`src/rtl/core/imm_pkg.sv`:
```
package imm_pkg;

    // Request kinds carried in s_tuser.
    typedef enum logic [1:0] {
        KIND_LOAD_A  = 2'd0,
        KIND_LOAD_B  = 2'd1,
        KIND_COMPUTE = 2'd2
    } kind_t;

    // Configuration register indexes.
    localparam logic REG_ROWS  = 1'b0;
    localparam logic REG_INNER = 1'b1;

    localparam int REG_W    = 4;
    localparam int KIND_W   = 2;
    localparam int INDEX_W  = 6;
    localparam int VALUE_W  = 16;
    localparam int PROD_W   = 32;
    localparam int ROW_W    = 3;
    localparam int COL_W    = 3;
    // 16x16 products summed over up to eight terms
    localparam int ACC_W    = 35;

    localparam int IN_DATA_W  = 24;
    localparam int OUT_DATA_W = 40;

    localparam int IN_INDEX_LSB  = 0;
    localparam int IN_VALUE_LSB  = IN_INDEX_LSB + INDEX_W;
    localparam int OUT_PROD_LSB  = 0;
    localparam int OUT_ROW_LSB   = OUT_PROD_LSB + PROD_W;
    localparam int OUT_COL_LSB   = OUT_ROW_LSB + ROW_W;
    localparam int OUT_PAD_LSB   = OUT_COL_LSB + COL_W;

    // Control that travels alongside each multiply-accumulate step.
    typedef struct packed {
        logic             first;
        logic             dot_end;
        logic             frame_end;
        logic [ROW_W-1:0] row;
        logic [COL_W-1:0] col;
    } mac_tag_t;

endpackage

```
`src/rtl/core/integer_matrix_multiply.sv`:
```
// Load requests (A or B element) are accepted one per cycle while no compute is in progress.
// Compute: one multiply-accumulate per cycle from the two store read ports; the input
// stays closed until all m*m*n steps are issued, and each step passes through read,
// multiply and accumulate into the output register. Output stalls hold the pipeline.
// Reset clears control, sets rows=2 and inner=3; store contents are not cleared.
module integer_matrix_multiply
    import imm_pkg::*;
#(
    parameter int MAX_DIM = 8
) (
    input  logic                  clk,
    input  logic                  rst_n,
    input  logic                  s_tvalid,
    output logic                  s_tready,
    input  logic [IN_DATA_W-1:0]  s_tdata,   // index[5:0], value[21:6], zero pad
    input  logic [KIND_W-1:0]     s_tuser,   // kind[1:0]
    output logic                  m_tvalid,
    input  logic                  m_tready,
    output logic [OUT_DATA_W-1:0] m_tdata,   // product[31:0], row[34:32], col[37:35], pad
    output logic                  m_tlast,
    input  logic                  cfg_we,
    input  logic                  cfg_index,
    input  logic [REG_W-1:0]      cfg_data
);

    localparam int DEPTH = MAX_DIM * MAX_DIM;
    localparam int AW    = (DEPTH > 1) ? $clog2(DEPTH) : 1;
    localparam int CW    = (MAX_DIM > 1) ? $clog2(MAX_DIM) : 1;

    // configuration
    logic [REG_W-1:0] rows_reg;
    logic [REG_W-1:0] inner_reg;
    logic [REG_W-1:0] rows_clamped;
    logic [REG_W-1:0] inner_clamped;

    always_ff @(posedge clk or negedge rst_n)
    begin
        if (!rst_n)
        begin
            rows_reg  <= REG_W'(2);
            inner_reg <= REG_W'(3);
        end
        else if (cfg_we)
        begin
            unique case (cfg_index)
                REG_ROWS:  rows_reg  <= cfg_data;
                REG_INNER: inner_reg <= cfg_data;
                default:   ;
            endcase
        end
    end

    always_comb
    begin
        priority if (rows_reg == '0)
            rows_clamped = REG_W'(1);
        else if (rows_reg > REG_W'(MAX_DIM))
            rows_clamped = REG_W'(MAX_DIM);
        else
            rows_clamped = rows_reg;

        priority if (inner_reg == '0)
            inner_clamped = REG_W'(1);
        else if (inner_reg > REG_W'(MAX_DIM))
            inner_clamped = REG_W'(MAX_DIM);
        else
            inner_clamped = inner_reg;
    end

    // input request decode
    logic               in_fire;
    logic [INDEX_W-1:0] in_index;
    logic [VALUE_W-1:0] in_value;
    logic               in_index_ok;
    logic               we_left;
    logic               we_right;
    logic               start;

    assign in_fire     = s_tvalid && s_tready;
    assign in_index    = s_tdata[IN_INDEX_LSB +: INDEX_W];
    assign in_value    = s_tdata[IN_VALUE_LSB +: VALUE_W];
    assign in_index_ok = ({1'b0, in_index} < (INDEX_W + 1)'(DEPTH));

    always_comb
    begin
        we_left  = 1'b0;
        we_right = 1'b0;
        start    = 1'b0;
        if (in_fire)
        begin
            unique case (s_tuser)
                KIND_LOAD_A:  we_left  = in_index_ok;
                KIND_LOAD_B:  we_right = in_index_ok;
                KIND_COMPUTE: start    = 1'b1;
                default:      ;
            endcase
        end
    end

    // pipeline advance: everything holds while the output register is stuck
    logic advance;
    assign advance = !m_tvalid || m_tready;

    // issue sequencer
    logic              busy_reg,     busy_next;
    logic [REG_W-1:0]  m_reg,        m_next;
    logic [REG_W-1:0]  n_reg,        n_next;
    logic [CW-1:0]     r_reg,        r_next;
    logic [CW-1:0]     c_reg,        c_next;
    logic [CW-1:0]     k_reg,        k_next;
    logic [AW-1:0]     a_addr_reg,   a_addr_next;
    logic [AW-1:0]     b_addr_reg,   b_addr_next;
    logic [AW-1:0]     row_base_reg, row_base_next;
    logic              k_end;
    logic              c_end;
    logic              r_end;
    logic              issue;
    mac_tag_t          issue_tag;

    assign k_end = (REG_W'(k_reg) == n_reg - REG_W'(1));
    assign c_end = (REG_W'(c_reg) == m_reg - REG_W'(1));
    assign r_end = (REG_W'(r_reg) == m_reg - REG_W'(1));
    assign issue = busy_reg && advance;

    always_comb
    begin
        issue_tag.first     = (k_reg == '0);
        issue_tag.dot_end   = k_end;
        issue_tag.frame_end = k_end && c_end && r_end;
        issue_tag.row       = ROW_W'(r_reg);
        issue_tag.col       = COL_W'(c_reg);
    end

    always_comb
    begin
        busy_next     = busy_reg;
        m_next        = m_reg;
        n_next        = n_reg;
        r_next        = r_reg;
        c_next        = c_reg;
        k_next        = k_reg;
        a_addr_next   = a_addr_reg;
        b_addr_next   = b_addr_reg;
        row_base_next = row_base_reg;
        if (start)
        begin
            busy_next     = 1'b1;
            m_next        = rows_clamped;
            n_next        = inner_clamped;
            r_next        = '0;
            c_next        = '0;
            k_next        = '0;
            a_addr_next   = '0;
            b_addr_next   = '0;
            row_base_next = '0;
        end
        else if (issue)
        begin
            if (!k_end)
            begin
                k_next      = k_reg + CW'(1);
                a_addr_next = a_addr_reg + AW'(1);
                b_addr_next = b_addr_reg + AW'(m_reg);
            end
            else
            begin
                k_next = '0;
                if (!c_end)
                begin
                    c_next      = c_reg + CW'(1);
                    a_addr_next = row_base_reg;
                    b_addr_next = AW'(c_reg) + AW'(1);
                end
                else
                begin
                    c_next      = '0;
                    b_addr_next = '0;
                    if (r_end)
                    begin
                        busy_next = 1'b0;
                    end
                    else
                    begin
                        r_next        = r_reg + CW'(1);
                        row_base_next = row_base_reg + AW'(n_reg);
                        a_addr_next   = row_base_reg + AW'(n_reg);
                    end
                end
            end
        end
    end

    always_ff @(posedge clk or negedge rst_n)
    begin
        if (!rst_n)
        begin
            busy_reg <= 1'b0;
        end
        else
        begin
            busy_reg <= busy_next;
        end
    end

    always_ff @(posedge clk)
    begin
        m_reg        <= m_next;
        n_reg        <= n_next;
        r_reg        <= r_next;
        c_reg        <= c_next;
        k_reg        <= k_next;
        a_addr_reg   <= a_addr_next;
        b_addr_reg   <= b_addr_next;
        row_base_reg <= row_base_next;
    end

    assign s_tready = !busy_reg;

    // element stores
    logic [VALUE_W-1:0] a_rdata;
    logic [VALUE_W-1:0] b_rdata;

    imm_ram #(
        .WIDTH (VALUE_W),
        .DEPTH (DEPTH)
    ) u_left_store (
        .clk   (clk),
        .we    (we_left),
        .waddr (in_index[AW-1:0]),
        .wdata (in_value),
        .re    (issue),
        .raddr (a_addr_reg),
        .rdata (a_rdata)
    );

    imm_ram #(
        .WIDTH (VALUE_W),
        .DEPTH (DEPTH)
    ) u_right_store (
        .clk   (clk),
        .we    (we_right),
        .waddr (in_index[AW-1:0]),
        .wdata (in_value),
        .re    (issue),
        .raddr (b_addr_reg),
        .rdata (b_rdata)
    );

    // read -> multiply -> accumulate -> output
    logic                     s1_valid_reg;
    mac_tag_t                 s1_tag_reg;
    logic                     s2_valid_reg;
    mac_tag_t                 s2_tag_reg;
    logic signed [PROD_W-1:0] prod_reg;
    logic signed [ACC_W-1:0]  acc_reg;
    logic signed [ACC_W-1:0]  acc_next;
    logic [PROD_W-1:0]        sat_value;
    logic                     out_valid_reg, out_valid_next;
    logic [PROD_W-1:0]        out_prod_reg;
    logic [ROW_W-1:0]         out_row_reg;
    logic [COL_W-1:0]         out_col_reg;
    logic                     out_last_reg;
    logic                     out_load;

    assign acc_next = (s2_tag_reg.first ? ACC_W'(0) : acc_reg)
                    + {{(ACC_W - PROD_W){prod_reg[PROD_W-1]}}, prod_reg};

    always_comb
    begin
        priority if (acc_next[ACC_W-1:PROD_W-1] == '0
                     || acc_next[ACC_W-1:PROD_W-1] == '1)
            sat_value = acc_next[PROD_W-1:0];
        else if (acc_next[ACC_W-1])
            sat_value = {1'b1, {(PROD_W - 1){1'b0}}};
        else
            sat_value = {1'b0, {(PROD_W - 1){1'b1}}};
    end

    assign out_load = advance && s2_valid_reg && s2_tag_reg.dot_end;

    always_comb
    begin
        out_valid_next = out_valid_reg;
        if (out_load)
            out_valid_next = 1'b1;
        else if (m_tready)
            out_valid_next = 1'b0;
    end

    always_ff @(posedge clk or negedge rst_n)
    begin
        if (!rst_n)
        begin
            s1_valid_reg  <= 1'b0;
            s2_valid_reg  <= 1'b0;
            out_valid_reg <= 1'b0;
        end
        else
        begin
            if (advance)
            begin
                s1_valid_reg <= issue;
                s2_valid_reg <= s1_valid_reg;
            end
            out_valid_reg <= out_valid_next;
        end
    end

    always_ff @(posedge clk)
    begin
        if (advance)
        begin
            s1_tag_reg <= issue_tag;
            s2_tag_reg <= s1_tag_reg;
            prod_reg   <= $signed(a_rdata) * $signed(b_rdata);
            if (s2_valid_reg)
            begin
                acc_reg <= acc_next;
            end
        end
        if (out_load)
        begin
            out_prod_reg <= sat_value;
            out_row_reg  <= s2_tag_reg.row;
            out_col_reg  <= s2_tag_reg.col;
            out_last_reg <= s2_tag_reg.frame_end;
        end
    end

    assign m_tvalid = out_valid_reg;
    assign m_tlast  = out_last_reg;
    assign m_tdata  = {{(OUT_DATA_W - OUT_PAD_LSB){1'b0}},
                       out_col_reg, out_row_reg, out_prod_reg};

endmodule

```
`src/rtl/core/imm_ram.sv`:
```
module imm_ram #(
    parameter int WIDTH = 16,
    parameter int DEPTH = 64
) (
    input  logic                                   clk,
    input  logic                                   we,
    input  logic [(DEPTH > 1 ? $clog2(DEPTH) : 1)-1:0] waddr,
    input  logic [WIDTH-1:0]                       wdata,
    input  logic                                   re,
    input  logic [(DEPTH > 1 ? $clog2(DEPTH) : 1)-1:0] raddr,
    output logic [WIDTH-1:0]                       rdata
);

    logic [WIDTH-1:0] mem [DEPTH];
    logic [WIDTH-1:0] rdata_reg;

    always_ff @(posedge clk)
    begin
        if (we)
        begin
            mem[waddr] <= wdata;
        end
        if (re)
        begin
            rdata_reg <= mem[raddr];
        end
    end

    assign rdata = rdata_reg;

endmodule

```
`config.mk`:
```
export PLATFORM = sky130hd
export DESIGN_NAME = integer_matrix_multiply
export DESIGN_NICKNAME = d
export VERILOG_FILES = /design/src/rtl/core/imm_pkg.sv /design/src/rtl/core/integer_matrix_multiply.sv /design/src/rtl/core/imm_ram.sv
export SDC_FILE = /design/constraint.sdc
export NUM_CORES = 2
export LEC_CHECK = 0
export ABC_AREA = 1
export BUFFER_PORTS_ARGS = -buffer_cell sky130_fd_sc_hd__buf_4
export CORE_MARGIN = 2
export CORE_UTILIZATION = 32
export CTS_CLUSTER_DIAMETER = 50
export DETAILED_ROUTE_END_ITERATION = 10
export SLEW_MARGIN = 0
export SYNTH_ARGS = -nofsm -noshare
export SYNTH_HDL_FRONTEND = slang
export SYNTH_HIERARCHICAL = 1
export SYNTH_SLANG_ARGS = --single-unit
```
`constraint.sdc`:
```
create_clock -name clk -period 6.6 [get_ports clk]
set_clock_uncertainty 0.1 [all_clocks]
set_input_delay 1.32 -clock clk [delete_from_list [all_inputs] [get_ports clk]]
set_output_delay 1.32 -clock clk [all_outputs]
set_load 0.1 [all_outputs]
```
======== Yosys cells after proc, flatten, opt, wreduce, memory -nomap -nowiden ========
Memories as Yosys holds them, arrays and structs flattened. A register that Yosys moved wholly into a read port is not among the register bits.
Index checks and enable logic that the tools add are counted.
cells by class
  add/subtract/negate cells ............... 10
  $mul .................................... 1
  $lt $le $gt $ge ......................... 2
  equal/unequal tests ..................... 7
  muxes and demuxes ....................... 29
  bitwise operators ....................... 2
  reduce and logical (&&, ||, !) cells .... 29
operator list
  kind                                               number
  two-way mux 32 bit                                 2
  adder 35 bit                                       1
  two-way mux 35 bit                                 1
  multiplier 16 x 16 -> 32 bit                       1
  two-way mux 6 bit                                  4
  two-way mux 1 bit                                  17
  adder 6 x 4 -> 6 bit                               2
  == test 3 x 4 -> 1 bit                             3
  logical NOT 4 bit                                  3
  two-way mux 4 bit                                  3
  AND reduction 2 bit                                5
  nonzero test 2 bit                                 5
  adder 3 x 1 -> 3 bit (second input constant)       3
  > comparator 4 bit (second input constant)         2
  AND reduction 4 bit                                2
  subtractor 4 x 1 -> 4 bit (second input constant)  2
  adder 6 x 1 -> 6 bit (second input constant)       1
  logical AND 1 bit                                  6
  two-way mux 3 bit                                  2
  adder 3 x 1 -> 4 bit (second input constant)       1
  == test 4 bit (second input constant)              1
  OR reduction 2 bit                                 2
  logical NOT 3 bit                                  1
  != test 3 bit (second input constant)              1
  other kinds (6)                                    9
storage, ports and cells
  register bits after elaboration ......... 171
  memory bits (writable) .................. 2,048
  output and inout port bits .............. 43
  logic and storage cells ................. 114
  memories ................................ 2
memory list
  name               words  bits a word  read ports  clocked after Yosys merged registers in  write ports  line           source
  u_left_store.mem   64     16           1           1                                        1            imm_ram.sv:14  logic [WIDTH-1:0] mem [DEPTH];
  u_right_store.mem  64     16           1           1                                        1            imm_ram.sv:14

======== Longest topological paths before layout ========
  depth after elaboration ................. 7
  mapped depth ............................ 25
  depth with buffers taken out ............ 23

======== Modules after synthesis ========
Netlist, hierarchy kept.
modules (own cells, without submodules)
  module                   times used  cells an instance  area an instance (µm²)  sequential area each (µm²)
  imm_ram                  2           3,517              42,259.3                31,230.0
  integer_matrix_multiply  1           2,408              19,789.0                4,808.4

======== Least setup slack after synthesis ========
No wires, ideal clock.
  path kind ............................... flip-flop to flip-flop
  start point ............................. reg u_left_store.rdata_reg[15] (netlist: u_left_store/rdata[15]), read port of u_left_store.mem
  end point ............................... reg prod_reg[29] (data pin)
  setup time .............................. 262 ps
  arrival ................................. 5,499 ps
  required time ........................... 6,238 ps
  slack ................................... 738 ps
  stages on the path, launching flop included .. 21
  cell sequence ........................... edfxtp_1 -> clkbuf_1 -> nand2_1 -> inv_1 -> fa_1 -> fa_1 -> fa_1 -> fa_1 -> fa_1 -> inv_1 -> fa_1 -> inv_1 -> ha_1 -> nand2_1 -> nor2_1 -> inv_1 -> nor3_1 -> o21ai_0 -> nand3_1 -> a21oi_1 -> xor2_1
between the ends
  word-level cells in the longest chain between the ends .. 1
ends and longest elaborated chain
  element                       line                            source
  from (decl)                   imm_ram.sv:15                   logic [WIDTH-1:0] rdata_reg;
  multiplier 16 x 16 -> 32 bit  integer_matrix_multiply.sv:315  prod_reg <= $signed(a_rdata) * $signed(b_rdata);
  to (signal assigned)          integer_matrix_multiply.sv:315
  to (decl)                     integer_matrix_multiply.sv:254  logic signed [PROD_W-1:0] prod_reg;
Every way passes these cells.
A chain may end at the register's enable or synchronous reset.

======== Worst setup path after layout ========
  start point ............................. reg u_right_store.rdata_reg[6] (netlist: u_right_store/rdata[6]), read port of u_right_store.mem
  end point ............................... reg prod_reg[30] (data pin)
between the ends
  word-level cells in the longest chain between the ends .. 1
ends and longest elaborated chain
  element                       line
  from (decl)                   imm_ram.sv:15
  multiplier 16 x 16 -> 32 bit  integer_matrix_multiply.sv:315
Every way passes these cells.

==> flow_summary_export.csv <==
group,metric,value,unit
global_routing,antenna_found_initial,4,
global_routing,grt_pass1_wl,408,mm
global_routing,grt_util_all_layers,16.0,%
die,die_h,575,um
synthesis,yosys.area.top_type_share,63.7,%
critical_path,slowest_delay,880,ps
timing,drv_slew,0,
synthesis,yosys.cell_types.count,50,
timing,timing_hold_violations_final,0,
critical_path,endpoint_class_of_the_critical_path,"register",
critical_path,worst-endpoint-required,7100,ps
timing,finalSetupTns,0,ps
global_routing,via_count_of_the_first_global_routing_pass,65200,
synthesis,ys_seq_area_share,64.5,%
routing,detail_route.vias_per_cell,4.88,
critical_path,worstSetupStartpointType,"register",
layout,area_growth_from_synthesis_to_final_layout,11.9,%
clocking,post_cts_setup_repair_buffer_count,0,
timing,achievable-frequency,160,MHz
die,io_pins,79,
clocking,clkSlewWorstSetupHoldPaths,60,ps
synthesis,synth.top_cells.by_area,"edfxtp_1 64%, nand2_1 11%, nand3_1 8.8%, fa_1 5.1%, inv_1 2.2%",
clocking,clkSinkCount,2251,
critical_path,critical_path.top_delay_family,"adder cells",
clocking,post_cts_hold_buffer_count,0,
clocking,ctsLongestPathBuffers,4,
layout,seqCellArea,67300,um^2
place,buffer_ports.inserted,74,
critical_path,path_max_fanout,16,
flow_run,max_cap_viol_count,0,
layout,final_nets,9885,
critical_path,critical_path_arrival,6740,ps
place,detailed_place_hpwl,157,mm
routing,drt_drc_violations_left,0,
synthesis,ys_async_sr_fraction,0.533,%
routing,firstDrtPassIters,6,
die,row_count,209,
critical_path,worstSetupPathType,"reg2reg",
timing,max-slew-margin-rel,20.8,%
routing,ant_nets,0,
timing,rsz_0062_raised_after_global_routing,"false",
critical_path,crit_path_cell_trace,"nand2_1, fa_1, inv_1, fa_1, buf_4, fa_1, inv_1, fa_1, fa_1, fa_1, inv_1, ha_1, inv_1, nor3_1, nor3b_1, nand4_1, nand3_1, nand2_1",
routing,route.final.wire_length,271,mm
clocking,tritoncts,"done",
die,die_width,575,um
clocking,clkLatencyLatePin,900,ps
layout,fraction_of_final_layout_cells_sized_beyond_drive_strength_1,7.56,%
synthesis,synthesis.area_per_instance,11.0,um^2
routing,vias,68100,
layout,multi_input_comb_area,31500,um^2
timing,max_slew.worst_pin.slew,1180,ps
layout,fillCellCount,31600,
synthesis,ys_dominant_reg_cell,"edfxtp_1",
clocking,post_cts_resized,0,
synthesis,post_synth_instance_area,104000,um^2
critical_path,cp_num_buf_inv,5,
synthesis,yosysWarningCount,6,
place,place.gp.congestion,0.852,
routing,drtIter0Drc,6577,
global_routing,pin_count_of_the_biggest_net_entering_global_routing,251,
clocking,numCtsBuffers,235,
die,initial_core_util,32.2,%
worst_hold_path,hold_path.class,"in2async",
critical_path,timing.critical_path.slowest_stage_cell,"edfxtp_1",
clocking,cts.htree.levels,4,
clocking,clk_root_buffer_cell,"clkbuf_16",
routing,avgRoutedWirePerCell,19.4,um
die,die_area,331000,um^2
die,total_core_area,324000,um^2
synthesis,synth.ff_latch_count,2251,
timing,period_share,94.5,%
synthesis,synth_top_cell_by_area,"edfxtp_1",
synthesis,synthesis.instances,9442,
status,run_status,"complete, no violations",
global_routing,overflow,0,
critical_path,critical_path.most_common_cell,"fa_1",
timing,report.final.setup_viol,0,
synthesis,synth-edff-count,2212,
timing,finalWorstPathRequiredPeriod,6240,ps
## cell families (layout without fill, tap and decap cells)
family	Yosys count	after routing	synth area share [%]
AND/OR/NAND/NOR	5373	5373	21.8
buffers and inverters	1163	1364	5.41
flip-flops	2251	2251	64.5
AO/OA/AOI/OAI	174	174	0.944
adder cells (fa/ha/maj)	396	396	6.66
other	1	3	0.00360
XOR/XNOR	84	84	0.713
## cells in the final DEF, fill, tap and decap left out, types with 51 or more instances in the layout
| cell | instances |
|---|---|
| nand3_1 | 1827 |
| a21oi_1 | 83 |
| xor2_1 | 52 |
| inv_1 | 618 |
| ha_1 | 131 |
| edfxtp_1 | 2212 |
| fa_1 | 265 |
| nor2_1 | 259 |
| clkbuf_16 | 237 |
| nand2_1 | 3175 |
| buf_4 | 288 |
| clkinv_1 | 51 |
| o21ai_0 | 53 |
## per-stage QoR
stage	cells	cell area [um^2]	hold WS, ps	util (%)	setup slack, ps
floorplan	9443	104000	300	-	738
global placement	13500	109000	301	33.6	399
detailed placement	13500	109000	305	33.6	321
CTS	14000	117000	157	36.0	310
global route	14000	117000	181	36.0	23.4
finish	14000	117000	197	36.0	365
## final cells by class
class	count	area share (%)
antenna	1	0.00214
clock buffer	283	5.28
clock inverter	145	1.23
inverter	632	2.08
multi-input combinational	6029	27.0
sequential	2251	57.7
tap	4325	4.64
timing repair buffer	304	2.10
## path summary, 6_finish.rpt
kind / start / end / slack, ps / cells after the start
setup / recovery: u_right_store/rdata[6] / prod_reg[30] / 360 / 18
hold / removal: rst_n / busy_reg / 200 / 1
setup reg to reg: u_right_store/rdata[6] / prod_reg[30] / 360 / 18
hold reg to reg: s2_tag_reg[0] / out_col_reg[0] / 320 / 0
max in group asynchronous: rst_n / rows_reg[1] / 5920 / 1
min in group clk: s2_tag_reg[0] / out_col_reg[0] / 320 / 0
## layer usage
layer | wire length, um | vias up | track usage, %
met3 | 16700 | 422 | 1.99
li1 | - | 32000 | -
met5 | 0 | - | 0
met4 | 9930 | 0 | 6.12
met2 | 129000 | 2157 | 26.5
met1 | 116000 | 33500 | 21.5
## Yosys cell counts (52+ instances only)
library cell  count
clkbuf_1        119
nor2_1          261
fa_1            265
buf_6           107
nand2_1        3175
buf_2           227
nand3_1        1827
a21oi_1          83
inv_1           621
xor2_1           52
ha_1            131
o21ai_0          53
edfxtp_1       2212
Power is not shown: default switching activity piles up to over one toggle a cycle in this logic, so the estimate is an artifact.
